--- src/hw/rtl/psg_pkg.sv ---
// Shared types, constants and table functions of the three-voice sound generator.
package psg_pkg;

   // Item actions
   localparam logic [1:0] ACT_WRITE  = 2'd0;
   localparam logic [1:0] ACT_READ   = 2'd1;
   localparam logic [1:0] ACT_RENDER = 2'd2;

   // Register numbers with side effects
   localparam logic [3:0] REG_NOISE  = 4'd6;
   localparam logic [3:0] REG_MIXER  = 4'd7;
   localparam logic [3:0] REG_VOL_A  = 4'd8;
   localparam logic [3:0] REG_ENV_LO = 4'd11;
   localparam logic [3:0] REG_ENV_HI = 4'd12;
   localparam logic [3:0] REG_SHAPE  = 4'd13;

   // Field widths
   localparam int BURST_W  = 7;
   localparam int PER_W    = 31;
   localparam int DIV_W    = 15;
   localparam int AREA_W   = 17;
   localparam int VOL_W    = 14;
   localparam int LFSR_W   = 17;

   localparam logic [15:0]       STEP_RESET = 16'd7710;
   localparam logic [15:0]       SUB_STEPS  = 16'h8000;
   localparam logic [PER_W-1:0]  PER_MAX    = {PER_W{1'b1}};
   localparam logic [LFSR_W:0]   LFSR_TAPS  = 18'h24000;
   localparam logic [13:0]       VOL_PEAK   = 14'd10922;
   localparam logic signed [16:0] DC_COEF   = 17'sd4076;
   localparam int                DC_SHIFT   = 12;
   localparam int                MAX_BURST_DEF = 64;

   // Envelope flag bits
   localparam int EF_HOLD    = 0;
   localparam int EF_ALT     = 1;
   localparam int EF_ATTACK  = 2;
   localparam int EF_HOLDING = 3;

   typedef struct packed {
      logic [1:0]         action;
      logic [3:0]         reg_addr;
      logic [7:0]         write_data;
      logic [BURST_W-1:0] sample_count;
   } req_item_type;

   typedef struct packed {
      logic signed [15:0] sample_out;
      logic [7:0]         read_data;
      logic               is_read;
      logic               last;
   } rsp_item_type;

   // Logarithmic volume, 1.5 dB a step
   function automatic logic [VOL_W-1:0] vol_lookup(input logic [4:0] idx);
      logic [VOL_W-1:0] v;
      case (idx)
         5'd0:  v = 14'd0;     5'd1:  v = 14'd61;    5'd2:  v = 14'd73;
         5'd3:  v = 14'd87;    5'd4:  v = 14'd103;   5'd5:  v = 14'd123;
         5'd6:  v = 14'd146;   5'd7:  v = 14'd173;   5'd8:  v = 14'd206;
         5'd9:  v = 14'd245;   5'd10: v = 14'd291;   5'd11: v = 14'd345;
         5'd12: v = 14'd410;   5'd13: v = 14'd488;   5'd14: v = 14'd580;
         5'd15: v = 14'd689;   5'd16: v = 14'd819;   5'd17: v = 14'd973;
         5'd18: v = 14'd1157;  5'd19: v = 14'd1375;  5'd20: v = 14'd1634;
         5'd21: v = 14'd1942;  5'd22: v = 14'd2308;  5'd23: v = 14'd2743;
         5'd24: v = 14'd3261;  5'd25: v = 14'd3875;  5'd26: v = 14'd4606;
         5'd27: v = 14'd5474;  5'd28: v = 14'd6506;  5'd29: v = 14'd7732;
         5'd30: v = 14'd9190;  5'd31: v = 14'd10922;
         default: v = 14'd0;
      endcase
      return v;
   endfunction

   // Bits kept by each register
   function automatic logic [7:0] reg_mask(input logic [3:0] addr);
      logic [7:0] m;
      case (addr) inside
         4'd1, 4'd3, 4'd5, REG_SHAPE:   m = 8'h0f;
         REG_NOISE, [4'd8:4'd10]:       m = 8'h1f;
         default:                       m = 8'hff;
      endcase
      return m;
   endfunction

   // Counter after a period change, limited to 1..PER_MAX
   function automatic logic [PER_W-1:0] retune_count(input logic [PER_W-1:0] cnt,
                                                     input logic [PER_W-1:0] per_old,
                                                     input logic [PER_W-1:0] per_new);
      logic signed [PER_W+2:0] s;
      logic [PER_W-1:0]        r;
      s = $signed({3'b0, cnt}) + $signed({3'b0, per_new}) - $signed({3'b0, per_old});
      if (s < 1)
         r = {{(PER_W-1){1'b0}}, 1'b1};
      else if (s > $signed({3'b0, PER_MAX}))
         r = PER_MAX;
      else
         r = s[PER_W-1:0];
      return r;
   endfunction

endpackage

--- src/hw/rtl/psg_div.sv ---
// Shared restoring divider: one quotient bit a cycle.
module psg_div import psg_pkg::*; (
   input  logic               clock,
   input  logic               reset,
   input  logic               start,
   input  logic [DIV_W-1:0]   dividend,
   input  logic [PER_W-1:0]   divisor,
   output logic               done,
   output logic [DIV_W-1:0]   quotient,
   output logic [PER_W-1:0]   remainder
);

   localparam int CNT_W = $clog2(DIV_W);

   logic               busy_ff;
   logic               done_ff;
   logic [CNT_W-1:0]   cnt_ff;
   logic [DIV_W-1:0]   q_ff;
   logic [PER_W-1:0]   r_ff;
   logic [PER_W-1:0]   dsr_ff;

   logic [PER_W:0]     trial;
   logic               ge;
   logic [PER_W:0]     diff;

   // Shift in the next dividend bit and try a subtract
   always_comb begin
      trial = {r_ff, q_ff[DIV_W-1]};
      ge    = trial >= {1'b0, dsr_ff};
      diff  = trial - {1'b0, dsr_ff};
   end

   always_ff @(posedge clock) begin
      if (reset) begin
         busy_ff <= 1'b0;
         done_ff <= 1'b0;
         cnt_ff  <= '0;
      end else begin
         done_ff <= 1'b0;
         if (start) begin
            busy_ff <= 1'b1;
            cnt_ff  <= CNT_W'(DIV_W - 1);
            q_ff    <= dividend;
            r_ff    <= '0;
            dsr_ff  <= divisor;
         end else if (busy_ff) begin
            r_ff <= ge ? diff[PER_W-1:0] : trial[PER_W-1:0];
            q_ff <= {q_ff[DIV_W-2:0], ge};
            if (cnt_ff == '0) begin
               busy_ff <= 1'b0;
               done_ff <= 1'b1;
            end else begin
               cnt_ff <= cnt_ff - 1'b1;
            end
         end
      end
   end

   assign done      = done_ff;
   assign quotient  = q_ff;
   assign remainder = r_ff;

endmodule

--- src/hw/rtl/psg_core.sv ---
// Sound generator state, sequencer and shared multiplier datapath.
module psg_core import psg_pkg::*; #(
   parameter int MAX_BURST = MAX_BURST_DEF
) (
   input  logic          clock,
   input  logic          reset,
   input  logic          csr_wr_en,
   input  logic [15:0]   csr_wr_data,
   input  logic          start,
   input  req_item_type  req,
   output logic          idle,
   output logic          res_valid,
   input  logic          res_ready,
   output rsp_item_type  res
);

   typedef enum logic [3:0] {
      S_IDLE, S_WR_MUL, S_WR_APPLY, S_EV, S_CH, S_CH_DIV, S_NOISE,
      S_ENV, S_ENV_DIV, S_MIX, S_DC, S_DCY, S_EMIT
   } state_type;

   state_type          state_ff;
   logic [15:0]        step_ff;
   logic [7:0]         regs_ff [16];
   logic [PER_W-1:0]   tper_ff [3];
   logic [PER_W-1:0]   tcnt_ff [3];
   logic [2:0]         tlvl_ff;
   logic [PER_W-1:0]   nper_ff;
   logic [PER_W-1:0]   ncnt_ff;
   logic               nlvl_ff;
   logic [LFSR_W-1:0]  lfsr_ff;
   logic [PER_W-1:0]   eper_ff;
   logic [PER_W-1:0]   ecnt_ff;
   logic [4:0]         estep_ff;
   logic [3:0]         eflag_ff;
   logic [VOL_W-1:0]   vol_ff [4];
   logic [2:0]         usenv_ff;
   logic [15:0]        dcx_ff;
   logic signed [23:0] dcy_ff;

   logic [3:0]         addr_ff;
   logic [BURST_W-1:0] burst_ff;
   logic [15:0]        ev_ff;
   logic [15:0]        left_ff;
   logic [1:0]         ch_ff;
   logic [AREA_W-1:0]  area_ff [3];
   logic signed [32:0] c_ff;
   logic [31:0]        macc_ff;
   logic [1:0]         mix_ff;
   rsp_item_type       res_ff;
   logic signed [41:0] mul_ff;

   logic               div_start;
   logic [DIV_W-1:0]   div_dividend;
   logic [PER_W-1:0]   div_divisor;
   logic               div_done;
   logic [DIV_W-1:0]   div_q;
   logic [PER_W-1:0]   div_r;

   // Reset and scale-change values
   logic [15:0]        init_step;
   logic [PER_W-1:0]   init_per;
   logic [PER_W-1:0]   init_eper;

   always_comb begin
      if (reset)
         init_step = STEP_RESET;
      else if (csr_wr_data == '0)
         init_step = 16'd1;
      else
         init_step = csr_wr_data;
      init_per  = {{(PER_W-16){1'b0}}, init_step};
      init_eper = (init_step[15:1] == '0) ? {{(PER_W-1){1'b0}}, 1'b1}
                                          : {{(PER_W-15){1'b0}}, init_step[15:1]};
   end

   // Shared multiplier operands
   logic signed [24:0] mul_a;
   logic signed [16:0] mul_b;
   logic [2:0]         wr_ch;

   assign wr_ch = {1'b0, addr_ff[2:1]};

   always_comb begin
      mul_a = '0;
      mul_b = '0;
      case (state_ff)
         S_WR_MUL: begin
            mul_b = {1'b0, step_ff};
            case (addr_ff) inside
               [4'd0:4'd5]: mul_a = {13'b0, regs_ff[{wr_ch, 1'b1}][3:0],
                                     regs_ff[{wr_ch, 1'b0}]};
               REG_NOISE:   mul_a = {17'b0, regs_ff[REG_NOISE]};
               default:     mul_a = {9'b0, regs_ff[REG_ENV_HI], regs_ff[REG_ENV_LO]};
            endcase
         end
         S_MIX: begin
            if (mix_ff != 2'd3) begin
               mul_a = {8'b0, area_ff[mix_ff]};
               mul_b = {3'b0, vol_ff[mix_ff]};
            end
         end
         S_DC: begin
            mul_a = {dcy_ff[23], dcy_ff};
            mul_b = DC_COEF;
         end
         default: ;
      endcase
   end

   always_ff @(posedge clock) begin
      mul_ff <= mul_a * mul_b;
   end

   // Period updates after a register write
   logic [32:0]        prod_u;
   logic [PER_W-1:0]   tone_p;
   logic [PER_W-1:0]   env_p;
   logic [4:0]         vol_reg;
   logic [3:0]         shape;
   logic [3:0]         shape_flags;

   always_comb begin
      prod_u = mul_ff[32:0];
      tone_p = (prod_u == '0) ? {{(PER_W-16){1'b0}}, step_ff} : prod_u[PER_W-1:0];
      if (prod_u == '0)
         env_p = (step_ff[15:1] == '0) ? {{(PER_W-1){1'b0}}, 1'b1}
                                       : {{(PER_W-15){1'b0}}, step_ff[15:1]};
      else if (prod_u > {2'b0, PER_MAX})
         env_p = PER_MAX;
      else
         env_p = prod_u[PER_W-1:0];
      vol_reg = regs_ff[addr_ff][4:0];
      shape   = regs_ff[REG_SHAPE][3:0];
      shape_flags = '0;
      shape_flags[EF_ATTACK] = shape[2];
      if (!shape[3]) begin
         shape_flags[EF_HOLD] = 1'b1;
         shape_flags[EF_ALT]  = shape[2];
      end else begin
         shape_flags[EF_HOLD] = shape[0];
         shape_flags[EF_ALT]  = shape[1];
      end
   end

   // Burst start
   logic [BURST_W-1:0] burst_n;
   logic [21:0]        burst_len;

   always_comb begin
      burst_n   = (req.sample_count > BURST_W'(MAX_BURST)) ? BURST_W'(MAX_BURST)
                                                           : req.sample_count;
      burst_len = {burst_n, 15'b0};
   end

   // One tone channel over one noise event
   logic [PER_W-1:0]   cur_cnt;
   logic [PER_W-1:0]   cur_per;
   logic               cur_lvl;
   logic               gate;
   logic signed [32:0] c_cmb;
   logic [PER_W-1:0]   cf;
   logic               qodd;
   logic               new_lvl;
   logic signed [34:0] cnt_s, per_s, cf_s, c_s, dd, pp, net;

   always_comb begin
      cur_cnt = tcnt_ff[ch_ff];
      cur_per = tper_ff[ch_ff];
      cur_lvl = tlvl_ff[ch_ff];
      gate    = nlvl_ff | regs_ff[REG_MIXER][3 + ch_ff];
      c_cmb   = $signed({2'b0, cur_cnt}) - $signed({17'b0, ev_ff});
      cf      = cur_per - div_r;
      qodd    = div_q[0];
      new_lvl = qodd ? cur_lvl : ~cur_lvl;
      cnt_s   = {4'b0, cur_cnt};
      per_s   = {4'b0, cur_per};
      cf_s    = {4'b0, cf};
      c_s     = {{2{c_ff[32]}}, c_ff};
      dd      = cf_s - c_s;
      pp      = qodd ? (dd >>> 1) : ((dd - per_s) >>> 1);
      net     = ((gate && cur_lvl) ? cnt_s : 35'sd0)
              + (gate ? pp : 35'sd0)
              + ((!qodd && gate && new_lvl) ? per_s : 35'sd0)
              - ((gate && new_lvl) ? cf_s : 35'sd0);
   end

   // Envelope step
   logic signed [31:0] e_cmb;
   logic [15:0]        env_d;
   logic [5:0]         env_u;
   logic [4:0]         env_step_n;
   logic [3:0]         env_flag_n;
   logic [VOL_W-1:0]   env_vol_n;

   always_comb begin
      e_cmb      = $signed({1'b0, ecnt_ff}) - $signed({16'b0, SUB_STEPS});
      env_d      = {1'b0, div_q} + 16'd1;
      env_u      = {1'b0, estep_ff} - env_d[5:0];
      env_step_n = estep_ff;
      env_flag_n = eflag_ff;
      if (env_d > {11'b0, estep_ff}) begin
         if (eflag_ff[EF_HOLD]) begin
            if (eflag_ff[EF_ALT])
               env_flag_n[EF_ATTACK] = ~eflag_ff[EF_ATTACK];
            env_flag_n[EF_HOLDING] = 1'b1;
            env_step_n = '0;
         end else begin
            if (eflag_ff[EF_ALT] && env_u[5])
               env_flag_n[EF_ATTACK] = ~eflag_ff[EF_ATTACK];
            env_step_n = env_u[4:0];
         end
      end else begin
         env_step_n = estep_ff - env_d[4:0];
      end
      env_vol_n = vol_lookup(env_step_n ^ {5{env_flag_n[EF_ATTACK]}});
   end

   // High-pass output and saturation
   logic [15:0]        mix_sum;
   logic signed [25:0] y_cmb;
   logic signed [15:0] y_sat;

   always_comb begin
      mix_sum = macc_ff[30:15];
      y_cmb   = $signed({10'b0, mix_sum}) - $signed({10'b0, dcx_ff})
              + $signed(mul_ff[DC_SHIFT+25:DC_SHIFT]);
      if (y_cmb > 26'sd32767)
         y_sat = 16'sh7fff;
      else if (y_cmb < -26'sd32768)
         y_sat = -16'sh8000;
      else
         y_sat = y_cmb[15:0];
   end

   // Divider requests
   always_comb begin
      div_start    = 1'b0;
      div_dividend = '0;
      div_divisor  = cur_per;
      if (state_ff == S_CH && c_cmb <= 0) begin
         div_start    = 1'b1;
         div_dividend = DIV_W'(-c_cmb);
      end else if (state_ff == S_ENV && !eflag_ff[EF_HOLDING] && e_cmb <= 0) begin
         div_start    = 1'b1;
         div_dividend = DIV_W'(-e_cmb);
         div_divisor  = eper_ff;
      end
   end

   psg_div u_div (
      .clock     (clock),
      .reset     (reset),
      .start     (div_start),
      .dividend  (div_dividend),
      .divisor   (div_divisor),
      .done      (div_done),
      .quotient  (div_q),
      .remainder (div_r)
   );

   logic [LFSR_W:0]    lfsr_x;
   logic [15:0]        left_n;

   assign lfsr_x = {1'b0, lfsr_ff} ^ (lfsr_ff[0] ? LFSR_TAPS : '0);
   assign left_n = left_ff - ev_ff;

   // Sequencer and state
   always_ff @(posedge clock) begin
      if (reset || csr_wr_en) begin
         state_ff <= S_IDLE;
         step_ff  <= init_step;
         for (int i = 0; i < 16; i++) regs_ff[i] <= '0;
         for (int i = 0; i < 3; i++) begin
            tper_ff[i] <= init_per;
            tcnt_ff[i] <= init_per;
            vol_ff[i]  <= '0;
         end
         tlvl_ff   <= '0;
         usenv_ff  <= '0;
         nper_ff   <= init_per;
         ncnt_ff   <= init_per;
         nlvl_ff   <= 1'b1;
         lfsr_ff   <= {{(LFSR_W-1){1'b0}}, 1'b1};
         eper_ff   <= init_eper;
         ecnt_ff   <= init_eper;
         estep_ff  <= 5'd31;
         eflag_ff  <= 4'b0001;
         vol_ff[3] <= VOL_PEAK;
         dcx_ff    <= '0;
         dcy_ff    <= '0;
      end else begin
         case (state_ff)
            S_IDLE: begin
               if (start) begin
                  case (req.action)
                     ACT_WRITE: begin
                        regs_ff[req.reg_addr] <= req.write_data & reg_mask(req.reg_addr);
                        addr_ff  <= req.reg_addr;
                        state_ff <= S_WR_MUL;
                     end
                     ACT_READ: begin
                        res_ff.sample_out <= '0;
                        res_ff.read_data  <= regs_ff[req.reg_addr];
                        res_ff.is_read    <= 1'b1;
                        res_ff.last       <= 1'b1;
                        state_ff          <= S_EMIT;
                     end
                     ACT_RENDER: begin
                        if (burst_n != '0) begin
                           for (int i = 0; i < 3; i++) begin
                              if ((regs_ff[REG_MIXER][i] || regs_ff[8 + i][4:0] == '0)
                                  && tcnt_ff[i] <= {9'b0, burst_len})
                                 tcnt_ff[i] <= tcnt_ff[i] + {9'b0, burst_len};
                              if (regs_ff[REG_MIXER][i])
                                 tlvl_ff[i] <= 1'b1;
                           end
                           if (regs_ff[REG_MIXER][5:3] == 3'b111
                               && ncnt_ff <= {9'b0, burst_len})
                              ncnt_ff <= ncnt_ff + {9'b0, burst_len};
                           burst_ff <= burst_n;
                           left_ff  <= SUB_STEPS;
                           for (int i = 0; i < 3; i++) area_ff[i] <= '0;
                           state_ff <= S_EV;
                        end
                     end
                     default: ;
                  endcase
               end
            end
            S_WR_MUL: state_ff <= S_WR_APPLY;
            S_WR_APPLY: begin
               case (addr_ff) inside
                  [4'd0:4'd5]: begin
                     tper_ff[addr_ff[2:1]] <= tone_p;
                     tcnt_ff[addr_ff[2:1]] <= retune_count(tcnt_ff[addr_ff[2:1]],
                                                           tper_ff[addr_ff[2:1]], tone_p);
                  end
                  REG_NOISE: begin
                     nper_ff <= tone_p;
                     ncnt_ff <= retune_count(ncnt_ff, nper_ff, tone_p);
                  end
                  [4'd8:4'd10]: begin
                     usenv_ff[addr_ff[1:0]] <= vol_reg[4];
                     if (vol_reg[4])
                        vol_ff[addr_ff[1:0]] <= vol_ff[3];
                     else if (vol_reg == '0)
                        vol_ff[addr_ff[1:0]] <= vol_lookup(5'd0);
                     else
                        vol_ff[addr_ff[1:0]] <= vol_lookup({vol_reg[3:0], 1'b1});
                  end
                  REG_ENV_LO, REG_ENV_HI: begin
                     eper_ff <= env_p;
                     ecnt_ff <= retune_count(ecnt_ff, eper_ff, env_p);
                  end
                  REG_SHAPE: begin
                     eflag_ff <= shape_flags;
                     ecnt_ff  <= eper_ff;
                     estep_ff <= 5'd31;
                     vol_ff[3] <= vol_lookup(5'd31 ^ {5{shape_flags[EF_ATTACK]}});
                     for (int i = 0; i < 3; i++)
                        if (usenv_ff[i])
                           vol_ff[i] <= vol_lookup(5'd31 ^ {5{shape_flags[EF_ATTACK]}});
                  end
                  default: ;
               endcase
               state_ff <= S_IDLE;
            end
            S_EV: begin
               ev_ff    <= (ncnt_ff < {15'b0, left_ff}) ? ncnt_ff[15:0] : left_ff;
               ch_ff    <= '0;
               state_ff <= S_CH;
            end
            S_CH: begin
               if (c_cmb > 0) begin
                  tcnt_ff[ch_ff] <= c_cmb[PER_W-1:0];
                  if (gate && cur_lvl)
                     area_ff[ch_ff] <= area_ff[ch_ff] + AREA_W'(ev_ff);
                  if (ch_ff == 2'd2)
                     state_ff <= S_NOISE;
                  else
                     ch_ff <= ch_ff + 1'b1;
               end else begin
                  c_ff     <= c_cmb;
                  state_ff <= S_CH_DIV;
               end
            end
            S_CH_DIV: begin
               if (div_done) begin
                  tcnt_ff[ch_ff] <= cf;
                  tlvl_ff[ch_ff] <= new_lvl;
                  area_ff[ch_ff] <= area_ff[ch_ff] + net[AREA_W-1:0];
                  if (ch_ff == 2'd2) begin
                     state_ff <= S_NOISE;
                  end else begin
                     ch_ff    <= ch_ff + 1'b1;
                     state_ff <= S_CH;
                  end
               end
            end
            S_NOISE: begin
               if (ncnt_ff == {15'b0, ev_ff}) begin
                  nlvl_ff <= nlvl_ff ^ lfsr_ff[0] ^ lfsr_ff[1];
                  lfsr_ff <= lfsr_x[LFSR_W:1];
                  ncnt_ff <= nper_ff;
               end else begin
                  ncnt_ff <= ncnt_ff - {15'b0, ev_ff};
               end
               left_ff  <= left_n;
               state_ff <= (left_n != '0) ? S_EV : S_ENV;
            end
            S_ENV: begin
               mix_ff  <= '0;
               macc_ff <= '0;
               if (eflag_ff[EF_HOLDING]) begin
                  state_ff <= S_MIX;
               end else if (e_cmb > 0) begin
                  ecnt_ff  <= e_cmb[PER_W-1:0];
                  state_ff <= S_MIX;
               end else begin
                  state_ff <= S_ENV_DIV;
               end
            end
            S_ENV_DIV: begin
               if (div_done) begin
                  ecnt_ff   <= eper_ff - div_r;
                  estep_ff  <= env_step_n;
                  eflag_ff  <= env_flag_n;
                  vol_ff[3] <= env_vol_n;
                  for (int i = 0; i < 3; i++)
                     if (usenv_ff[i]) vol_ff[i] <= env_vol_n;
                  state_ff <= S_MIX;
               end
            end
            S_MIX: begin
               // product of the previous voice is registered, so it lands in the next cycle
               if (mix_ff != '0)
                  macc_ff <= macc_ff + mul_ff[31:0];
               if (mix_ff == 2'd3)
                  state_ff <= S_DC;
               else
                  mix_ff <= mix_ff + 1'b1;
            end
            S_DC: state_ff <= S_DCY;
            S_DCY: begin
               dcx_ff            <= mix_sum;
               dcy_ff            <= y_cmb[23:0];
               res_ff.sample_out <= y_sat;
               res_ff.read_data  <= '0;
               res_ff.is_read    <= 1'b0;
               res_ff.last       <= (burst_ff == BURST_W'(1));
               state_ff          <= S_EMIT;
            end
            S_EMIT: begin
               if (res_ready) begin
                  if (res_ff.last) begin
                     state_ff <= S_IDLE;
                  end else begin
                     burst_ff <= burst_ff - 1'b1;
                     left_ff  <= SUB_STEPS;
                     for (int i = 0; i < 3; i++) area_ff[i] <= '0;
                     state_ff <= S_EV;
                  end
               end
            end
            default: state_ff <= S_IDLE;
         endcase
      end
   end

   assign idle      = (state_ff == S_IDLE);
   assign res_valid = (state_ff == S_EMIT);
   assign res       = res_ff;

endmodule

--- src/hw/rtl/psg_three_voice_sound_generator_top.sv ---
// Top level of the three-voice sound generator: stream ports and output register.
//
// Usage: items enter on the req_ channel. req_tuser selects the action (write register,
// read register, render samples); req_tdata carries register number, write byte and
// sample count. A write gives no item back, a read gives one item with rsp_tuser high,
// a render gives one signed 16-bit sample per count (capped at MAX_BURST), the final one
// with rsp_tlast high. csr_wr_en loads the period scale and restarts all other state.
// Sequence: a write passes S_WR_MUL and S_WR_APPLY, a read goes to S_EMIT. Each sample
// walks its noise events one by one, about 32768 / noise period of them; each event
// runs S_EV, S_CH for each voice and S_NOISE, plus the shared 15-step divider for every
// voice whose counter wraps; a sample adds envelope, mixing, filter and output through the
// one shared multiplier, plus the divider when the envelope steps. A slow noise source
// keeps a sample short; a noise period of one (scale of one) makes it very long.
// Reset (or a scale write) returns the sound registers and counters to their start values,
// periods set by the scale. A stalled receiver holds the output register; the sequencer
// waits with the next sample, and req_tready rises again once the last item is registered.
module psg_three_voice_sound_generator_top import psg_pkg::*; #(
   parameter int MAX_BURST = MAX_BURST_DEF
) (
   input  logic        clock,
   input  logic        reset,
   input  logic        csr_wr_en,
   input  logic [15:0] csr_wr_data,   // update_step
   input  logic        req_tvalid,
   output logic        req_tready,
   input  logic [1:0]  req_tuser,     // action
   input  logic [23:0] req_tdata,     // reg_addr[3:0], write_data[11:4], sample_count[18:12]
   output logic        rsp_tvalid,
   input  logic        rsp_tready,
   output logic        rsp_tuser,     // is_read
   output logic [23:0] rsp_tdata,     // sample_out[15:0], read_data[23:16]
   output logic        rsp_tlast      // last
);

   req_item_type req;
   rsp_item_type core_res;
   rsp_item_type rsp_ff;
   logic         rsp_valid_ff;
   logic         core_idle;
   logic         core_valid;
   logic         core_ready;

   always_comb begin
      req.action       = req_tuser;
      req.reg_addr     = req_tdata[3:0];
      req.write_data   = req_tdata[11:4];
      req.sample_count = req_tdata[18:12];
   end

   assign req_tready = core_idle;
   assign core_ready = !rsp_valid_ff || rsp_tready;

   psg_core #(.MAX_BURST(MAX_BURST)) u_core (
      .clock       (clock),
      .reset       (reset),
      .csr_wr_en   (csr_wr_en),
      .csr_wr_data (csr_wr_data),
      .start       (req_tvalid && core_idle),
      .req         (req),
      .idle        (core_idle),
      .res_valid   (core_valid),
      .res_ready   (core_ready),
      .res         (core_res)
   );

   // Output register
   always_ff @(posedge clock) begin
      if (reset) begin
         rsp_valid_ff <= 1'b0;
      end else if (core_valid && core_ready) begin
         rsp_valid_ff <= 1'b1;
         rsp_ff       <= core_res;
      end else if (rsp_tready) begin
         rsp_valid_ff <= 1'b0;
      end
   end

   assign rsp_tvalid = rsp_valid_ff;
   assign rsp_tuser  = rsp_ff.is_read;
   assign rsp_tlast  = rsp_ff.last;
   assign rsp_tdata  = {rsp_ff.read_data, rsp_ff.sample_out};

endmodule

--- config.mk ---
export PLATFORM = sky130hd
export DESIGN_NAME = psg_three_voice_sound_generator_top
export DESIGN_NICKNAME = d
export VERILOG_FILES = /design/src/hw/rtl/psg_pkg.sv /design/src/hw/rtl/psg_div.sv /design/src/hw/rtl/psg_core.sv /design/src/hw/rtl/psg_three_voice_sound_generator_top.sv
export SDC_FILE = /design/constraint.sdc
export NUM_CORES = 2
export LEC_CHECK = 0
export ABC_AREA = 1
export BUFFER_PORTS_ARGS = -buffer_cell sky130_fd_sc_hd__buf_2
export CAP_MARGIN = 20
export CORE_MARGIN = 4
export CORE_UTILIZATION = 37
export DETAILED_ROUTE_END_ITERATION = 10
export HOLD_SLACK_MARGIN = 0.15
export PLACE_DENSITY = 0.48
export SLEW_MARGIN = 20
export SYNTH_ARGS = -nofsm -noshare
export SYNTH_HDL_FRONTEND = slang
export SYNTH_HIERARCHICAL = 1
export SYNTH_SLANG_ARGS = --single-unit
--- constraint.sdc ---
create_clock -name clock -period 27 [get_ports clock]
set_input_delay 8.1 -clock clock [delete_from_list [all_inputs] [get_ports clock]]
set_output_delay 8.1 -clock clock [all_outputs]
set_load 0.05 [all_outputs]
==> qor.txt <==
Clock Root Buffer -> clkbuf_16
largest net degree at the start of global routing -> 83
busiest metal layer after global routing -> met2
leakage power total -> 47.7 nW
count of different cell masters after synthesis -> 77
global route overflow -> 0
post-CTS setup buffer count -> 0
Hold Crit Class -> reg -> reg
RSZ-0062 raised after global routing -> no
Crit. End Element -> flip-flop
final cell count without fillers -> 16180
clk slew on worst S/H paths -> 0.05 ns
combinational share of power -> 0.487
CTS tree -> done
hold_buf cts -> 0
post-cts gate resize count -> 0
die area -> 0.260 mm²
drt first-iter violations -> 11052
initial antenna violation count -> 25
synthesized area -> 0.0934 mm²
clk_skew -> 0.0750 ns
Max Clk Rate -> 78.9 MHz
sequential cell fraction of total power -> 0.261
Placed Cells -> 15931
ys async rst share -> 0
WS Path Type -> in -> reg
maximum VDD drop -> 81.1 µV
period utilization -> 0.469
PD cells -> 69.7 mW/mm²
Cells after Synth -> 12646
Req. time, crit path -> 27.64 ns
Seq cells post-synth -> 995
H-tree Lvls -> 4
Core Region -> 0.251 mm²
Pre-Repair DR Iteration Count -> 8
number of global-route vias before repair -> 84069
top_reg_cell synth -> edfxtp_1
synthesis-to-layout area growth -> 9.81%
routed via count -> 88671
Final Max Tran Viols -> 0
Die X -> 510 µm
CTS Buffer Depth -> 3
Ports -> 75
drt wl/cell -> 25.1 µm
Fin Setup TNS -> 0 ns
Arr. time, crit path -> 13.31 ns
fin util -> 0.408
met3 usage -> 0.0514
P_int -> 3.84 mW
CP Max Fanout -> 42
Rel. slew slack -> 0.164
syn avg cell area -> 7.38 µm²
Yosys warning total -> 6
sw frac -> 0.464
startpoint types -> input port
first-pass GRT wire length -> 581000 µm
status -> finished, final reports clean
GP Congestion -> 1.03
CTS buffer count -> 131
detailed-placement wirelength estimate -> 321000 µm
Slew @ Worst Pin -> 1.24 ns
DRC errors left -> 0
die height -> 510 µm
Total GRT Usage -> 0.304
Final setup viols -> 0
Clock Latency Late Sink -> 0.84 ns
grt met1 use -> 0.425
ANT nets after route -> 0
Port Buffers -> 69
Post-synth EDFFs -> 835
met2 GRT Util -> 0.468
minimum clock period -> 12.67 ns
Net Switching -> 3.32 mW
Final Hold Violating Endpoints -> 0
nets -> 13851
Initial Utilization -> 0.372
drt total wl -> 406000 µm
maxcap violations -> 0
layout cells sized above 1 -> 0.0494
Sinks on Clock Net -> 995
row cnt -> 184
sequential element share of the synthesized area -> 0.303
clock power share -> 0.252
r2r setup slk -> 14.92 ns
vias per cell -> 5.48
## state kept, by name (all words and copies together) (netlist names), 15 cells and up, named ones only
name / count
u_core/tper_ff: 124
u_core/eper_ff: 31
rsp_tdata: 24
u_core/area_ff: 68
u_core/macc_ff: 31
u_core/res: 26
u_core/u_div/quotient: 15
u_core/mul_ff: 38
u_core/nper_ff: 31
u_core/dcx_ff: 16
u_core/dcy_ff: 24
u_core/regs_ff: 128
u_core/lfsr_ff: 17
u_core/ecnt_ff: 31
u_core/c_ff: 18
u_core/ncnt_ff: 31
u_core/ev_ff: 16
u_core/step_ff: 16
u_core/vol_ff: 56
u_core/u_div/dsr_ff: 31
u_core/tcnt_ff: 124
u_core/left_ff: 16
u_core/u_div/remainder: 31
## cell families after synthesis
family          after synthesis  synth area share
xor+xnor                    304            0.0286
buf+inv                    2538             0.104
other cells                   2         0.0000804
compound gates             2305             0.139
fa+ha+maj                  1085             0.187
flops                       995             0.303
simple gates               5417             0.239
## cell usage in the layout (no fill, tap or decap), drive strengths merged, types with 59 or more instances in the layout
cell type and instances:
a22oi 82, edfxtp 835, conb 117, clkinv 72, dfxtp 160, nor2 1430
buf 230, o21ai 953, xor2 198, clkbuf 165, nor3 109, nand3 558
nor4 62, o22ai 98, xnor2 106, inv 2122, nand4 145, fa 514
ha 571, nand2 3010, a21oi 804, o211ai 59
## per-layer routing
layer | up-vias | routed length [µm]
li1 | 41151 | -
met1 | 42789 | 174000
met2 | 4084 | 176000
met3 | 633 | 36400
met4 | 14 | 18800
met5 | - | 94
## power by group through the flow
stage                     sequential (mW)  clock, mW  combinational, mW
after floorplan                      1.85          0               2.24
after global placement               1.89          0               3.40
after detailed placement             1.89          0               3.40
after CTS                            1.86       1.83               3.42
after global routing                 1.87       1.90               3.84
final                                1.87       1.80               3.48
## final timing paths
kind	end	startpoint	cells past startpoint
hold reg to reg	rsp_tdata[13]	u_core/res[23]	0
hold / removal	rsp_tdata[13]	u_core/res[23]	0
setup reg to reg	u_core/area_ff[2][15]	flip-flop	48
setup / recovery	u_core/tcnt_ff[1][25]	req_tdata[14]	18
## worst max-delay path, stage by stage
cell and delay, ns:
buf_2 0.10, inv_1 0.34, nand4_1 0.16, nand2_1 0.10, inv_1 0.06, nor2_1 0.57, inv_1 0.34, ha_1 0.41
nand4_1 0.15, o41ai_1 0.89, nand3_1 0.21, inv_1 0.11, nor2_1 0.05, buf_4 0.18, inv_1 0.63, buf_4 0.60
nand3_1 0.15, nand2_1 0.10
## synth_stat cells, drive strengths merged, types with 14 or more instances
master / number / area, µm²
a211oi: 24 / 180
a21boi: 19 / 143
a21o: 31 / 233
a21oi: 804 / 4030
a22oi: 82 / 616
a31oi: 40 / 250
a32oi: 30 / 263
buf: 88 / 513
clkbuf: 317 / 1190
clkinv: 15 / 56.3
dfxtp: 160 / 3200
edfxtp: 835 / 25100
fa: 514 / 10300
ha: 571 / 7140
inv: 2118 / 7960
nand2: 3010 / 11400
nand3: 558 / 2870
nand3b: 31 / 233
nand4: 145 / 928
nor2: 1430 / 5480
nor3: 109 / 561
nor4: 62 / 388
o211ai: 59 / 443
o21a: 24 / 180
o21ai: 953 / 4810
o21bai: 43 / 323
o221ai: 26 / 228
o22ai: 98 / 613
o31ai: 14 / 105
or2: 50 / 313
xnor2: 106 / 928
xor2: 198 / 1740
## stage by stage
stage	cell area [µm²]	hold WS (ns)	setup slack (ns)	power [mW]
after floorplan	93800	0.400	14.92	4.09
after global placement	98000	0.407	13.68	5.30
after detailed placement	98000	0.405	13.71	5.29
after CTS	102000	0.431	14.55	7.12
after global routing	103000	0.434	14.18	7.62
final	103000	0.425	14.33	7.15
## area by class of cell
cell class,count,area [µm²]
fillers,26129,149000
clock inverters,73,900
multi-input cells,9228,56000
diodes,8,20.0
inverters,2133,8020
repair buffers,230,1580
well taps,3348,4190
clock buffers,165,3530
flip-flops and latches,995,28300
No activity file was read; power rests on OpenSTA's default activity.
